[config.mk]
export PLATFORM = sky130hd
export DESIGN_NAME = cfosu_front
export DESIGN_NICKNAME = d
export VERILOG_FILES = /design/src/hdl/cfosu_pkg.sv /design/src/hdl/cfosu_front.sv
export SDC_FILE = /design/constraint.sdc
export NUM_CORES = 2
export LEC_CHECK = 0
export BUFFER_PORTS_ARGS = -buffer_cell sky130_fd_sc_hd__buf_4
export CAP_MARGIN = 20
export CELL_PAD_IN_SITES_DETAIL_PLACEMENT = 1
export CELL_PAD_IN_SITES_GLOBAL_PLACEMENT = 1
export CORE_ASPECT_RATIO = 1.1
export CORE_UTILIZATION = 35
export CTS_CLUSTER_DIAMETER = 40
export CTS_CLUSTER_SIZE = 10
export DETAILED_ROUTE_END_ITERATION = 16
export PLACE_DENSITY_LB_ADDON = 0.1
export SLEW_MARGIN = 15
export SYNTH_ARGS = -nofsm -noshare
export SYNTH_HDL_FRONTEND = slang
export SYNTH_SLANG_ARGS = --single-unit
[constraint.sdc]
create_clock -name clk -period 18.7 [get_ports clk]
set_input_delay 0.935 -clock clk [delete_from_list [all_inputs] [get_ports clk]]
set_output_delay 0.935 -clock clk [all_outputs]
set_load 0.005 [all_outputs]
[src/hdl/cfosu_pkg.sv]
// Shared constants, types and helpers for the two-body force pipeline.
// No dependencies; every other file of the block imports this package.
package cfosu_pkg;

    // Input position width and derived internal widths
    localparam int POSITION_WIDTH = 20;
    localparam int DIFF_WIDTH     = POSITION_WIDTH + 1;
    localparam int MAG_WIDTH      = 20;
    localparam int SQ_WIDTH       = 2 * MAG_WIDTH;
    localparam int Q_WIDTH        = SQ_WIDTH + 2;
    localparam int ROOT_STAGES    = Q_WIDTH / 2;
    localparam int S_WIDTH        = ROOT_STAGES + 1;
    localparam int Q_LO_WIDTH     = Q_WIDTH / 2;
    localparam int PROD_WIDTH     = Q_LO_WIDTH + S_WIDTH;
    localparam int DEN_WIDTH      = 64;
    localparam int NUM_WIDTH      = 64;
    localparam int QUO_WIDTH      = 24;
    localparam int WIDE_WIDTH     = DEN_WIDTH + QUO_WIDTH;
    localparam int MAGR_WIDTH     = QUO_WIDTH + 1;
    localparam int FORCE_WIDTH    = 24;
    localparam int RADIUS_WIDTH   = 16;
    localparam int LIM_WIDTH      = RADIUS_WIDTH + 1;
    localparam int LIMSQ_WIDTH    = 2 * LIM_WIDTH;

    // Force law constants
    localparam int FAR_GAIN       = 1200;
    localparam int FAR_SHIFT      = 32;
    localparam int GAIN_WIDTH     = 11;
    localparam int NF_WIDTH       = MAG_WIDTH + GAIN_WIDTH;
    localparam int SPRING_SHIFT   = 7;
    localparam int SPRING_DIV     = 5;
    localparam int RADIUS_RESET   = 3072;

    // Register map (index taken from paddr bit 2)
    localparam int  ADDR_WIDTH    = 3;
    localparam logic REG_RADIUS   = 1'b0;
    localparam logic REG_CHARGE   = 1'b1;

    typedef logic [MAG_WIDTH-1:0] mag_t;

    // Per-item information carried alongside the root and divider work
    typedef struct packed {
        mag_t [2:0] a;
        logic [2:0] neg;
        logic       overlap;
        logic       zero;
    } item_t;

    // Per-axis side information through the divider
    typedef struct packed {
        logic neg;
        logic overlap;
        logic zero;
    } side_t;

    // Signed, saturated force word from a magnitude and a sign
    function automatic logic [FORCE_WIDTH-1:0] sat_force(
        input logic [MAGR_WIDTH-1:0] mag,
        input logic                  neg
    );
        logic [FORCE_WIDTH-1:0] res;
        if (neg) begin
            if (mag > MAGR_WIDTH'(1 << (FORCE_WIDTH - 1)))
                res = {1'b1, {(FORCE_WIDTH-1){1'b0}}};
            else
                res = FORCE_WIDTH'(~mag + 1'b1);
        end else begin
            if (mag > MAGR_WIDTH'((1 << (FORCE_WIDTH - 1)) - 1))
                res = {1'b0, {(FORCE_WIDTH-1){1'b1}}};
            else
                res = mag[FORCE_WIDTH-1:0];
        end
        return res;
    endfunction

endpackage

[src/hdl/cfosu_front.sv]
// Front stages: difference vector, magnitudes, squared distance and overlap test.
// Depends on cfosu_pkg.
module cfosu_front (
    input  logic                                   clk,
    input  logic                                   rst_n,
    input  logic                                   en,
    input  logic                                   in_valid,
    input  logic signed [cfosu_pkg::POSITION_WIDTH-1:0] first_x,
    input  logic signed [cfosu_pkg::POSITION_WIDTH-1:0] first_y,
    input  logic signed [cfosu_pkg::POSITION_WIDTH-1:0] first_z,
    input  logic signed [cfosu_pkg::POSITION_WIDTH-1:0] second_x,
    input  logic signed [cfosu_pkg::POSITION_WIDTH-1:0] second_y,
    input  logic signed [cfosu_pkg::POSITION_WIDTH-1:0] second_z,
    input  logic [cfosu_pkg::RADIUS_WIDTH-1:0]     sphere_radius,
    input  logic                                   charge_negative,
    output logic                                   out_valid,
    output cfosu_pkg::item_t                       out_item,
    output logic [cfosu_pkg::Q_WIDTH-1:0]          out_q
);
    import cfosu_pkg::*;

    logic signed [DIFF_WIDTH-1:0] d [3];
    logic [DIFF_WIDTH-1:0]        absd [3];
    logic [POSITION_WIDTH-1:0]    fa [3];
    logic [POSITION_WIDTH-1:0]    sb [3];
    logic                         far_next;

    logic                  v1_reg, v2_reg, v3_reg;
    mag_t [2:0]            a1_reg, a2_reg;
    logic [2:0]            pos1_reg, pos2_reg;
    logic                  far1_reg, far2_reg;
    logic [SQ_WIDTH-1:0]   sq_reg [3];
    logic [LIMSQ_WIDTH-1:0] limsq_reg;
    item_t                 item_reg;
    logic [Q_WIDTH-1:0]    q_reg;

    logic [Q_WIDTH-1:0]    q_next;
    logic                  overlap_next;
    logic [LIM_WIDTH-1:0]  lim;

    assign fa[0] = first_x;
    assign fa[1] = first_y;
    assign fa[2] = first_z;
    assign sb[0] = second_x;
    assign sb[1] = second_y;
    assign sb[2] = second_z;

    // Difference and magnitude per axis, and the far flag
    always_comb
    begin
        far_next = 1'b0;
        for (int i = 0; i < 3; i++)
        begin
            d[i]    = DIFF_WIDTH'($signed(fa[i])) - DIFF_WIDTH'($signed(sb[i]));
            absd[i] = d[i][DIFF_WIDTH-1] ? DIFF_WIDTH'(-d[i]) : DIFF_WIDTH'(d[i]);
            if (absd[i][DIFF_WIDTH-1:MAG_WIDTH] != '0)
                far_next = 1'b1;
        end
    end

    // Stage one: magnitudes, signs and the far flag
    always_ff @(posedge clk or negedge rst_n)
    begin
        if (!rst_n)
        begin
            v1_reg <= 1'b0;
        end
        else if (en)
        begin
            v1_reg <= in_valid;
        end
    end

    always_ff @(posedge clk)
    begin
        if (en)
        begin
            far1_reg <= far_next;
            for (int i = 0; i < 3; i++)
            begin
                a1_reg[i]   <= absd[i][MAG_WIDTH-1:0];
                pos1_reg[i] <= !d[i][DIFF_WIDTH-1] && (d[i] != '0);
            end
        end
    end

    assign lim = {sphere_radius, 1'b0};

    // Stage two: squares of the magnitudes and of the overlap limit
    always_ff @(posedge clk or negedge rst_n)
    begin
        if (!rst_n)
        begin
            v2_reg <= 1'b0;
        end
        else if (en)
        begin
            v2_reg <= v1_reg;
        end
    end

    always_ff @(posedge clk)
    begin
        if (en)
        begin
            for (int i = 0; i < 3; i++)
            begin
                sq_reg[i] <= SQ_WIDTH'(a1_reg[i] * a1_reg[i]);
            end
            limsq_reg <= LIMSQ_WIDTH'(lim * lim);
            a2_reg    <= a1_reg;
            pos2_reg  <= pos1_reg;
            far2_reg  <= far1_reg;
        end
    end

    // Stage three: squared distance, overlap and the zero-force case
    assign q_next = Q_WIDTH'(sq_reg[0]) + Q_WIDTH'(sq_reg[1]) + Q_WIDTH'(sq_reg[2]);
    assign overlap_next = !far2_reg && (q_next < Q_WIDTH'(limsq_reg));

    always_ff @(posedge clk or negedge rst_n)
    begin
        if (!rst_n)
        begin
            v3_reg <= 1'b0;
        end
        else if (en)
        begin
            v3_reg <= v2_reg;
        end
    end

    always_ff @(posedge clk)
    begin
        if (en)
        begin
            q_reg            <= q_next;
            item_reg.a       <= a2_reg;
            item_reg.neg     <= pos2_reg ^ {3{charge_negative}};
            item_reg.overlap <= overlap_next;
            item_reg.zero    <= far2_reg || (!overlap_next && (q_next == '0));
        end
    end

    assign out_valid = v3_reg;
    assign out_item  = item_reg;
    assign out_q     = q_reg;

endmodule

==> metrics.cfg <==
[run_status]
outcome=finished, final reports clean

[timing]
setup_violations=0
max_slew_margin_pct=30.17
timing.setup.tns_ns=0
fin_crit_ns=8.340
tightest_slew_ns=1.047
hold_viol_final=0
finalClockSkew_ns=0.03532
timing.fmax_ghz=0.1199
fin_crit_sh_pct=44.60
hold_slack_ns=0.4165
rsz0062_at_grt=false
final_max_slew_viol_count=0

[routing]
wl_um=161600
drt_iter0_drc=1352
firstDrtPassIters=4
drc=0
ant_nets=0
wire_per_inst_um=19.00
vias=41008
avgViaCountPerCell=4.821

[finish]
largest_reg_flops=114
area_growth_pct=12.07
nets=8059
utilization_pct=39.61
design_area_mm2=0.06776
final_layout_size_suffix_gt1_share_pct=8.157
antenna_cells=0

[worst_setup_path]
path_class=flip-flop to flip-flop
required_ns=19.11
crit_path_end_kind=flip-flop
cp-start-kind=flip-flop
crit_arrival_ns=8.75
cp_max_fo=22

[yosys]
syn_area_per_cell_um2=10.17
ys_dominant_reg_cell=edfxtp_1
synth.most_common_cell=inv_1
netlist-cell-type-count=90
synth_edf_count=380
ys_seq_elements=383
ys_seq_area_share_pct=19.00
async_flop_share_pct=0.7833
ys_top_cells_by_area=fa_1, edfxtp_1, ha_1, inv_1, xnor2_1
synth.cell_area_mm2=0.06046
synthTopCellsByCount=inv_1, fa_1, ha_1, nand2_1, edfxtp_1
yosys.area.top_type_share_pct=34.53
syn_inst=5945
yosysWarnings=0
syn_nets=7817
synth_top_area_cell=fa_1

[die]
die_area_mm2=0.1744
die_h_um=437.9
rows=159
die_w_um=398.3
coreArea_mm2=0.1711
initial_utilization_pct=35.34
ioPinCount=249

[global_routing]
grt_pass1_vias=46805
grt_max_degree=164
overflow=0
antenna_found_initial=8
track_usage_pct=19.29
grt_first_pass_wirelength_um=260900

[cts]
clkLatencyLatePin_ns=0.69
clkSinkCount=383
cts.path.max_buffers=3
cts_setup_buffers=0
root_buffer=clkbuf_16
htree_num_levels=3
numCtsBuffers=79
cts.reportedPaths.clkPinSlew_ns=0.05
cts_tree=built

[placed_design]
dp_hpwl_um=133200
post_dp_cell_area_mm2=0.06507
gp_congestion=0.8101
portBuffers=248

[hold_path]
hold_class=flip-flop to flip-flop

[job]
cap_violations=0

[final timing paths]
check / slack (ns) / to / from / cells after the start
setup / recovery: 10.36 / sq_reg[0][119] / a1_reg[44] / 25
hold / removal: 0.42 / out_item[52] / a2_reg[47] / 0
setup reg to reg: 10.36 / sq_reg[0][119] / a1_reg[44] / 25
hold reg to reg: 0.42 / out_item[52] / a2_reg[47] / 0
max in group asynchronous: 18.01 / out_valid / rst_n / 2
min in group asynchronous: 0.60 / v2_reg / rst_n / 2
[cell families (layout without fill, tap and decap cells)]
kind of cell,count (synthesis),count (layout),synth area share (%)
mux,12,12,0.2173
buf+inv,1561,1868,9.702
compound gates,677,677,7.436
xor+xnor,332,332,4.809
simple gates,1247,1247,10.04
flops,383,383,19.00
fa+ha+maj,1732,1732,48.79
other cells,1,1,0.006202
[routing by layer]
| metal | vias up | GRT usage (%) | wire length [µm] |
|---|---|---|---|
| li1 | 19172 | - | - |
| met1 | 21268 | 24.59 | 69740 |
| met2 | 425 | 35.07 | 84700 |
| met3 | 143 | 1.923 | 4384 |
| met4 | 0 | 4.035 | 2751 |
| met5 | - | 0 | 0 |
[metrics by stage]
step | instances | setup WS, ns
global placement | 8359 | 10.38
floorplan | 5945 | 11.40
global route | 8506 | 9.969
finish | 8506 | 10.36
detailed placement | 8359 | 10.31
CTS | 8506 | 10.29
[what timing repair did]
action | CTS | global route
hold buffers | 1 | 0
resized for setup | 0 | 0
hold endpoints to repair | 3 | 0
[area by class of cell]
class	count	area, µm²
clock buffer	84	1996
tap	2254	2820
clock inverter	62	684.4
inverter	1409	5289
timing repair buffer	313	2372
sequential	383	11490
fill	19164	103300
multi-input combinational	4001	43110
[cell usage in the layout (no fill, tap or decap), drive strengths merged, types with 11 or more instances in the layout]
master   count
clkinv      33
clkbuf      84
nand2      516
edfxtp     380
or3         18
nand3       43
o21a        36
buf        312
nor3        42
xor2       110
nand4       17
fa        1043
and2       268
a31oi       22
or2         20
nor2b       55
ha         688
o211ai      21
o31ai       18
a21oi      204
and3        31
o21ai      108
o21bai      33
xnor2      222
nand2b      30
nor4        12
a21o       106
nor2       166
a2111oi     11
inv       1425
a31o        13
a211oi      22
[critical path: stages, from the launching register on]
cell and delay (ns):
edfxtp_1 1.02, nand2_1 0.23, fa_1 0.59, inv_1 0.05, fa_1 0.50, inv_1 0.06, fa_1 0.49, inv_1 0.05
fa_1 0.48, fa_1 0.50, fa_1 0.49, inv_1 0.05, fa_1 0.49, inv_1 0.04, ha_1 0.33, and3_1 0.21
and4_1 0.22, nand2_1 0.07, o211ai_1 0.19, a2111oi_0 0.61, nor2_1 0.24, a311oi_1 0.32, nor2_1 0.14, a2111oi_0 0.37
o21ai_0 0.17, xnor2_1 0.14
Power is left out: the tool's default activity adds up to more than one toggle a clock period on the data nets, which glitch-free logic cannot reach.
