## src/hdl/cfosu_pkg.sv

```systemverilog
// Shared constants, types and helpers for the two-body force pipeline.
// No dependencies; every other file of the block imports this package.
package cfosu_pkg;

    // Input position width and derived internal widths
    localparam int POSITION_WIDTH = 20;
    localparam int DIFF_WIDTH     = POSITION_WIDTH + 1;
    localparam int MAG_WIDTH      = 20;
    localparam int SQ_WIDTH       = 2 * MAG_WIDTH;
    localparam int Q_WIDTH        = SQ_WIDTH + 2;
    localparam int ROOT_STAGES    = Q_WIDTH / 2;
    localparam int S_WIDTH        = ROOT_STAGES + 1;
    localparam int Q_LO_WIDTH     = Q_WIDTH / 2;
    localparam int PROD_WIDTH     = Q_LO_WIDTH + S_WIDTH;
    localparam int DEN_WIDTH      = 64;
    localparam int NUM_WIDTH      = 64;
    localparam int QUO_WIDTH      = 24;
    localparam int WIDE_WIDTH     = DEN_WIDTH + QUO_WIDTH;
    localparam int MAGR_WIDTH     = QUO_WIDTH + 1;
    localparam int FORCE_WIDTH    = 24;
    localparam int RADIUS_WIDTH   = 16;
    localparam int LIM_WIDTH      = RADIUS_WIDTH + 1;
    localparam int LIMSQ_WIDTH    = 2 * LIM_WIDTH;

    // Force law constants
    localparam int FAR_GAIN       = 1200;
    localparam int FAR_SHIFT      = 32;
    localparam int GAIN_WIDTH     = 11;
    localparam int NF_WIDTH       = MAG_WIDTH + GAIN_WIDTH;
    localparam int SPRING_SHIFT   = 7;
    localparam int SPRING_DIV     = 5;
    localparam int RADIUS_RESET   = 3072;

    // Register map (index taken from paddr bit 2)
    localparam int  ADDR_WIDTH    = 3;
    localparam logic REG_RADIUS   = 1'b0;
    localparam logic REG_CHARGE   = 1'b1;

    typedef logic [MAG_WIDTH-1:0] mag_t;

    // Per-item information carried alongside the root and divider work
    typedef struct packed {
        mag_t [2:0] a;
        logic [2:0] neg;
        logic       overlap;
        logic       zero;
    } item_t;

    // Per-axis side information through the divider
    typedef struct packed {
        logic neg;
        logic overlap;
        logic zero;
    } side_t;

    // Signed, saturated force word from a magnitude and a sign
    function automatic logic [FORCE_WIDTH-1:0] sat_force(
        input logic [MAGR_WIDTH-1:0] mag,
        input logic                  neg
    );
        logic [FORCE_WIDTH-1:0] res;
        if (neg) begin
            if (mag > MAGR_WIDTH'(1 << (FORCE_WIDTH - 1)))
                res = {1'b1, {(FORCE_WIDTH-1){1'b0}}};
            else
                res = FORCE_WIDTH'(~mag + 1'b1);
        end else begin
            if (mag > MAGR_WIDTH'((1 << (FORCE_WIDTH - 1)) - 1))
                res = {1'b0, {(FORCE_WIDTH-1){1'b1}}};
            else
                res = mag[FORCE_WIDTH-1:0];
        end
        return res;
    endfunction

endpackage

```

## src/hdl/cfosu_sqrt.sv

```systemverilog
// Pipelined square root, one result bit per stage, then rounding to nearest.
// Depends on cfosu_pkg.
module cfosu_sqrt (
    input  logic                            clk,
    input  logic                            rst_n,
    input  logic                            en,
    input  logic                            in_valid,
    input  cfosu_pkg::item_t                in_item,
    input  logic [cfosu_pkg::Q_WIDTH-1:0]   in_q,
    output logic                            out_valid,
    output cfosu_pkg::item_t                out_item,
    output logic [cfosu_pkg::Q_WIDTH-1:0]   out_q,
    output logic [cfosu_pkg::S_WIDTH-1:0]   out_s
);
    import cfosu_pkg::*;

    logic               v_reg  [ROOT_STAGES];
    logic [Q_WIDTH-1:0] x_reg  [ROOT_STAGES];
    logic [Q_WIDTH-1:0] r_reg  [ROOT_STAGES];
    logic [Q_WIDTH-1:0] q_reg  [ROOT_STAGES];
    item_t              it_reg [ROOT_STAGES];

    logic               vr_reg;
    item_t              itr_reg;
    logic [Q_WIDTH-1:0] qr_reg;
    logic [S_WIDTH-1:0] s_reg;
    logic [S_WIDTH-1:0] root;

    // One iteration of the digit-by-digit root per stage
    for (genvar k = 0; k < ROOT_STAGES; k++)
    begin : g_root
        localparam logic [Q_WIDTH-1:0] BIT = Q_WIDTH'(1) << (Q_WIDTH - 2 - 2 * k);

        logic               v_in;
        logic [Q_WIDTH-1:0] x_in, r_in, q_in, trial, x_next, r_next;
        item_t              it_in;

        if (k == 0)
        begin : g_first
            assign v_in  = in_valid;
            assign x_in  = in_q;
            assign r_in  = '0;
            assign q_in  = in_q;
            assign it_in = in_item;
        end
        else
        begin : g_rest
            assign v_in  = v_reg[k-1];
            assign x_in  = x_reg[k-1];
            assign r_in  = r_reg[k-1];
            assign q_in  = q_reg[k-1];
            assign it_in = it_reg[k-1];
        end

        always_comb
        begin
            trial = r_in + BIT;
            if (x_in >= trial)
            begin
                x_next = x_in - trial;
                r_next = (r_in >> 1) + BIT;
            end
            else
            begin
                x_next = x_in;
                r_next = r_in >> 1;
            end
        end

        always_ff @(posedge clk or negedge rst_n)
        begin
            if (!rst_n)
            begin
                v_reg[k] <= 1'b0;
            end
            else if (en)
            begin
                v_reg[k] <= v_in;
            end
        end

        always_ff @(posedge clk)
        begin
            if (en)
            begin
                x_reg[k]  <= x_next;
                r_reg[k]  <= r_next;
                q_reg[k]  <= q_in;
                it_reg[k] <= it_in;
            end
        end
    end

    // Round to nearest: step up when the remainder exceeds the root
    assign root = S_WIDTH'(r_reg[ROOT_STAGES-1]) +
                  S_WIDTH'(x_reg[ROOT_STAGES-1] > r_reg[ROOT_STAGES-1]);

    always_ff @(posedge clk or negedge rst_n)
    begin
        if (!rst_n)
        begin
            vr_reg <= 1'b0;
        end
        else if (en)
        begin
            vr_reg <= v_reg[ROOT_STAGES-1];
        end
    end

    always_ff @(posedge clk)
    begin
        if (en)
        begin
            s_reg   <= root;
            qr_reg  <= q_reg[ROOT_STAGES-1];
            itr_reg <= it_reg[ROOT_STAGES-1];
        end
    end

    assign out_valid = vr_reg;
    assign out_item  = itr_reg;
    assign out_q     = qr_reg;
    assign out_s     = s_reg;

endmodule

```

## config.mk

```make
export PLATFORM = sky130hd
export DESIGN_NAME = cfosu_sqrt
export DESIGN_NICKNAME = d
export VERILOG_FILES = /design/src/hdl/cfosu_pkg.sv /design/src/hdl/cfosu_sqrt.sv
export SDC_FILE = /design/constraint.sdc
export NUM_CORES = 2
export LEC_CHECK = 0
export BUFFER_PORTS_ARGS = -buffer_cell sky130_fd_sc_hd__buf_2
export CAP_MARGIN = 20
export CORE_MARGIN = 3
export CORE_UTILIZATION = 40
export CTS_CLUSTER_SIZE = 10
export DETAILED_ROUTE_END_ITERATION = 8
export HOLD_SLACK_MARGIN = 0.15
export PLACE_DENSITY_LB_ADDON = 0.1
export SLEW_MARGIN = 10
export SYNTH_ARGS = -nofsm -noshare
export SYNTH_HDL_FRONTEND = slang
export SYNTH_SLANG_ARGS = --single-unit
```

## constraint.sdc

```tcl
create_clock -name clk -period 3.1 [get_ports clk]
set_input_delay 0.62 -clock clk [delete_from_list [all_inputs] [get_ports clk]]
set_output_delay 0.62 -clock clk [all_outputs]
set_load 0.05 [all_outputs]
```

==> flow_summary.ini <==
[status]
outcome = complete, but fails checks
violations = negative setup slack

[place]
io_buffers = 240
gp_congestion = 0.8717
place_inst = 10900
dpl.hpwl_um = 135700

[clock_tree]
clk_pin_slew_ns = 0.05
clock_latency_ns = 0.89
cts_tree = done
cts_root_buf = clkbuf_16
clock_sinks = 3091
htreeDepth = 5
clockBufferDepth = 4
cts_buffers = 360

[timing]
skew_ns = 0.05962
fin_ws_ns = -0.03582
hold_ws_ns = 0.3662
drv_slew = 0
slew_headroom = 0.3742
worst_pin_slew_ns = 0.9356
fin_crit_sh = 1.012
period_minus_slack_ns = 3.136
setup_viol = 1
max_freq_mhz = 318.9
rsz0062_at_grt = yes
hold_violations = 0

[logic_synthesis]
syn_area_mm2 = 0.1139
synth_edf_count = 3069
synthCells = 6368
ys_ff_latch = 3091
async_flop_share = 0.007117
synth.yosys.seq_area_share = 0.8140
ys_warn_count = 0
synth_ff_type = edfxtp_1
ys_types = 91
syn_nets = 6752
avgSynthCellArea_um2 = 17.88

[die]
coreArea_mm2 = 0.2828
start_util = 0.4027
fp-row-count = 195
die_w_um = 539.6
dieHeight_um = 539.6
ios = 241
dieArea_mm2 = 0.2912

[worst_setup_path]
worstPathRequired_ns = 3.72
arrival_ns = 3.75
path_class = reg2reg
start_kind = register
crit_start = q_reg[14][11]$_DFFE_PP_
r2r_start = q_reg[14][11]$_DFFE_PP_
crit_path_end_kind = register
crit_path_max_fanout = 5

[pwr]
clockPowerShare = 0.368
internal_power_mw = 76.49
leakage_nw = 50.07
p_sw_mw = 23.16
ir_drop_v = 0.0005196
power_frac_seq = 0.522
p_comb_frac = 0.110
p_per_area_mw_per_mm2 = 723.1
p_sw_frac = 0.2324

[global_route]
grt_max_degree = 100
grt_pass1_wl_um = 320900
grtUsageTotal = 0.1375
grt_pass1_vias = 58720
grt_overflow = 0
antenna_found_initial = 2

[run]
maxCapViolCount = 0

[drt]
wl_per_cell_um = 17.50
ant_nets = 0
drt-total-wl_um = 201700
detail_route.drc_violations = 0
dr.pass1.iters = 5
vias_per_cell = 4.843
drtIter0Drc = 3465
vias = 55830

[finish]
drive_gt1_frac = 0.2057
syn2layout_area_growth_pct = 21.01
largest_reg_flops = 1365
fin_cells = 11530
nNetsFinal = 8061

[worst_hold_path]
hp-class = reg2reg
worstHoldStart = it_reg[13][41]$_DFFE_PP_
[cell families after synthesis]
logic type,synth area share
adder cells (fa/ha/maj),0.02999
flip-flops,0.8140
AND/OR/NAND/NOR,0.05915
buffers and inverters,0.01447
XOR/XNOR,0.03030
multiplexers,0.005548
AO/OA/AOI/OAI,0.04650
[metrics by stage]
step	instance area, um2	power [mW]	TNS, ns	utilization	setup WS [ns]
2_1_floorplan	113900	58.18	0	-	0.06289
3_3_place_gp	124900	63.02	-25.21	0.4416	-0.3809
3_5_place_dp	124900	63.20	-28.60	0.4416	-0.3782
4_1_cts	136700	101.0	-0.1606	0.4833	-0.04275
5_1_grt	137800	104.4	-1.166	0.4873	-0.1005
6_report	137800	99.65	-0.03582	0.4873	-0.03582
[cells in the final DEF (no fill, tap or decap), types with 30 or more instances in the layout]
cell           count
ha_1             256
buf_4            596
nor4_1           114
clkbuf_1          46
mux2_2            47
nor3_1           122
xor2_1           190
or3_1             46
o21a_1            63
nand2_1          276
o21ai_0          184
dlygate4sd3_1    110
nor2b_1           35
nand3_1           66
a21oi_1          228
nand4_1           67
a21o_1            87
clkbuf_16        361
nand2b_1          43
nor2_1           258
inv_1            333
buf_12            59
buf_2            239
edfxtp_1        3069
or4_1             30
xnor2_1          198
[path summary, 6_finish.rpt]
| path | end | depth (start not counted) | slack, ns |
|---|---|---|---|
| worst max-delay path | x_reg[15][32]$_DFFE_PP_ | 10 | -0.04 |
| worst min-delay path | it_reg[14][41]$_DFFE_PP_ | 0 | 0.37 |
| worst max register to register | x_reg[15][32]$_DFFE_PP_ | 10 | -0.04 |
| worst min register to register | it_reg[14][41]$_DFFE_PP_ | 0 | 0.37 |
| max in group asynchronous | g_root[4].v_in$_DFFE_PN0P_ | 3 | 1.57 |
| min in group asynchronous | out_valid$_DFFE_PN0P_ | 3 | 0.95 |
[critical path: stages (launching register included)]
cell and delay (ns):
edfxtp_1 0.39, inv_2 0.09, ha_4 0.11, or4b_4 0.47
or4_4 0.58, nor4_4 0.20, or3_4 0.19, a31oi_4 0.05
buf_6 0.19, or4b_4 0.49, xnor2_2 0.14
[cells in the mapped netlist (7+ instances only)]
master	number	area share
and2_1	17	0.00093
nand4_1	67	0.0037
nor2_1	262	0.0086
nor3b_1	8	0.00053
a211oi_1	30	0.0020
a21boi_0	16	0.0011
xnor2_1	204	0.016
ha_1	273	0.030
and3_1	27	0.0015
mux2_2	49	0.0048
or4b_2	9	0.00079
xor2_1	190	0.015
nor4b_1	17	0.0013
or2_2	18	0.00099
or4_1	37	0.0024
o21ai_1	10	0.00044
o21ai_0	207	0.0091
a21oi_1	238	0.010
o21a_1	64	0.0042
o41ai_1	8	0.00062
or3_1	54	0.0030
clkbuf_1	60	0.0020
o21bai_1	20	0.0013
inv_1	339	0.011
edfxtp_1	3069	0.81
mux2i_1	8	0.00070
buf_2	9	0.00040
a211o_1	12	0.00092
a31oi_1	26	0.0014
o31ai_1	34	0.0022
nor2b_1	37	0.0020
and4b_1	7	0.00062
a21o_1	87	0.0057
nand4b_1	11	0.00085
nand3_1	72	0.0032
o211ai_1	14	0.00092
nor3_1	131	0.0058
o31a_1	10	0.00077
nand3b_1	12	0.00079
nand2_1	283	0.0093
nand2b_1	43	0.0024
dfrtp_1	22	0.0048
o2111ai_1	9	0.00069
nor4_1	144	0.0079
[area by class of cell]
class | count | area (um2)
clock inverter | 60 | 794.5
fill | 23590 | 145000
tap | 3743 | 4683
antenna | 1 | 2.502
multi-input combinational | 2854 | 20870
inverter | 343 | 1294
clock buffer | 408 | 9220
sequential | 3091 | 92710
timing repair buffer | 1027 | 8235
[repair_timing]
| action | CTS | global route |
|---|---|---|
| gates resized for setup | 94 | 196 |
| cloned | 4 | 0 |
| endpoints found under the hold margin | 133 | 0 |
| hold buffers | 110 | 0 |
| endpoints found under the setup margin | 238 | 320 |
| pin swaps | 24 | 51 |
| buffers inserted | 15 | 29 |
[power by group through the flow]
stage	logic, mW	clock network (mW)	registers [mW]
6_report	10.9	36.7	52.0
5_1_grt	12.1	40.0	52.4
4_1_cts	10.6	38.3	52.0
3_5_place_dp	10.3	0	52.9
3_3_place_gp	10.3	0	52.8
2_1_floorplan	5.68	0	52.5
[metal layers]
layer,track usage,share of wire
met5,0,0
met4,0.06637,0.048
met3,0.02057,0.034
met2,0.2493,0.52
met1,0.1586,0.40
(Power assumes the default switching activity.)
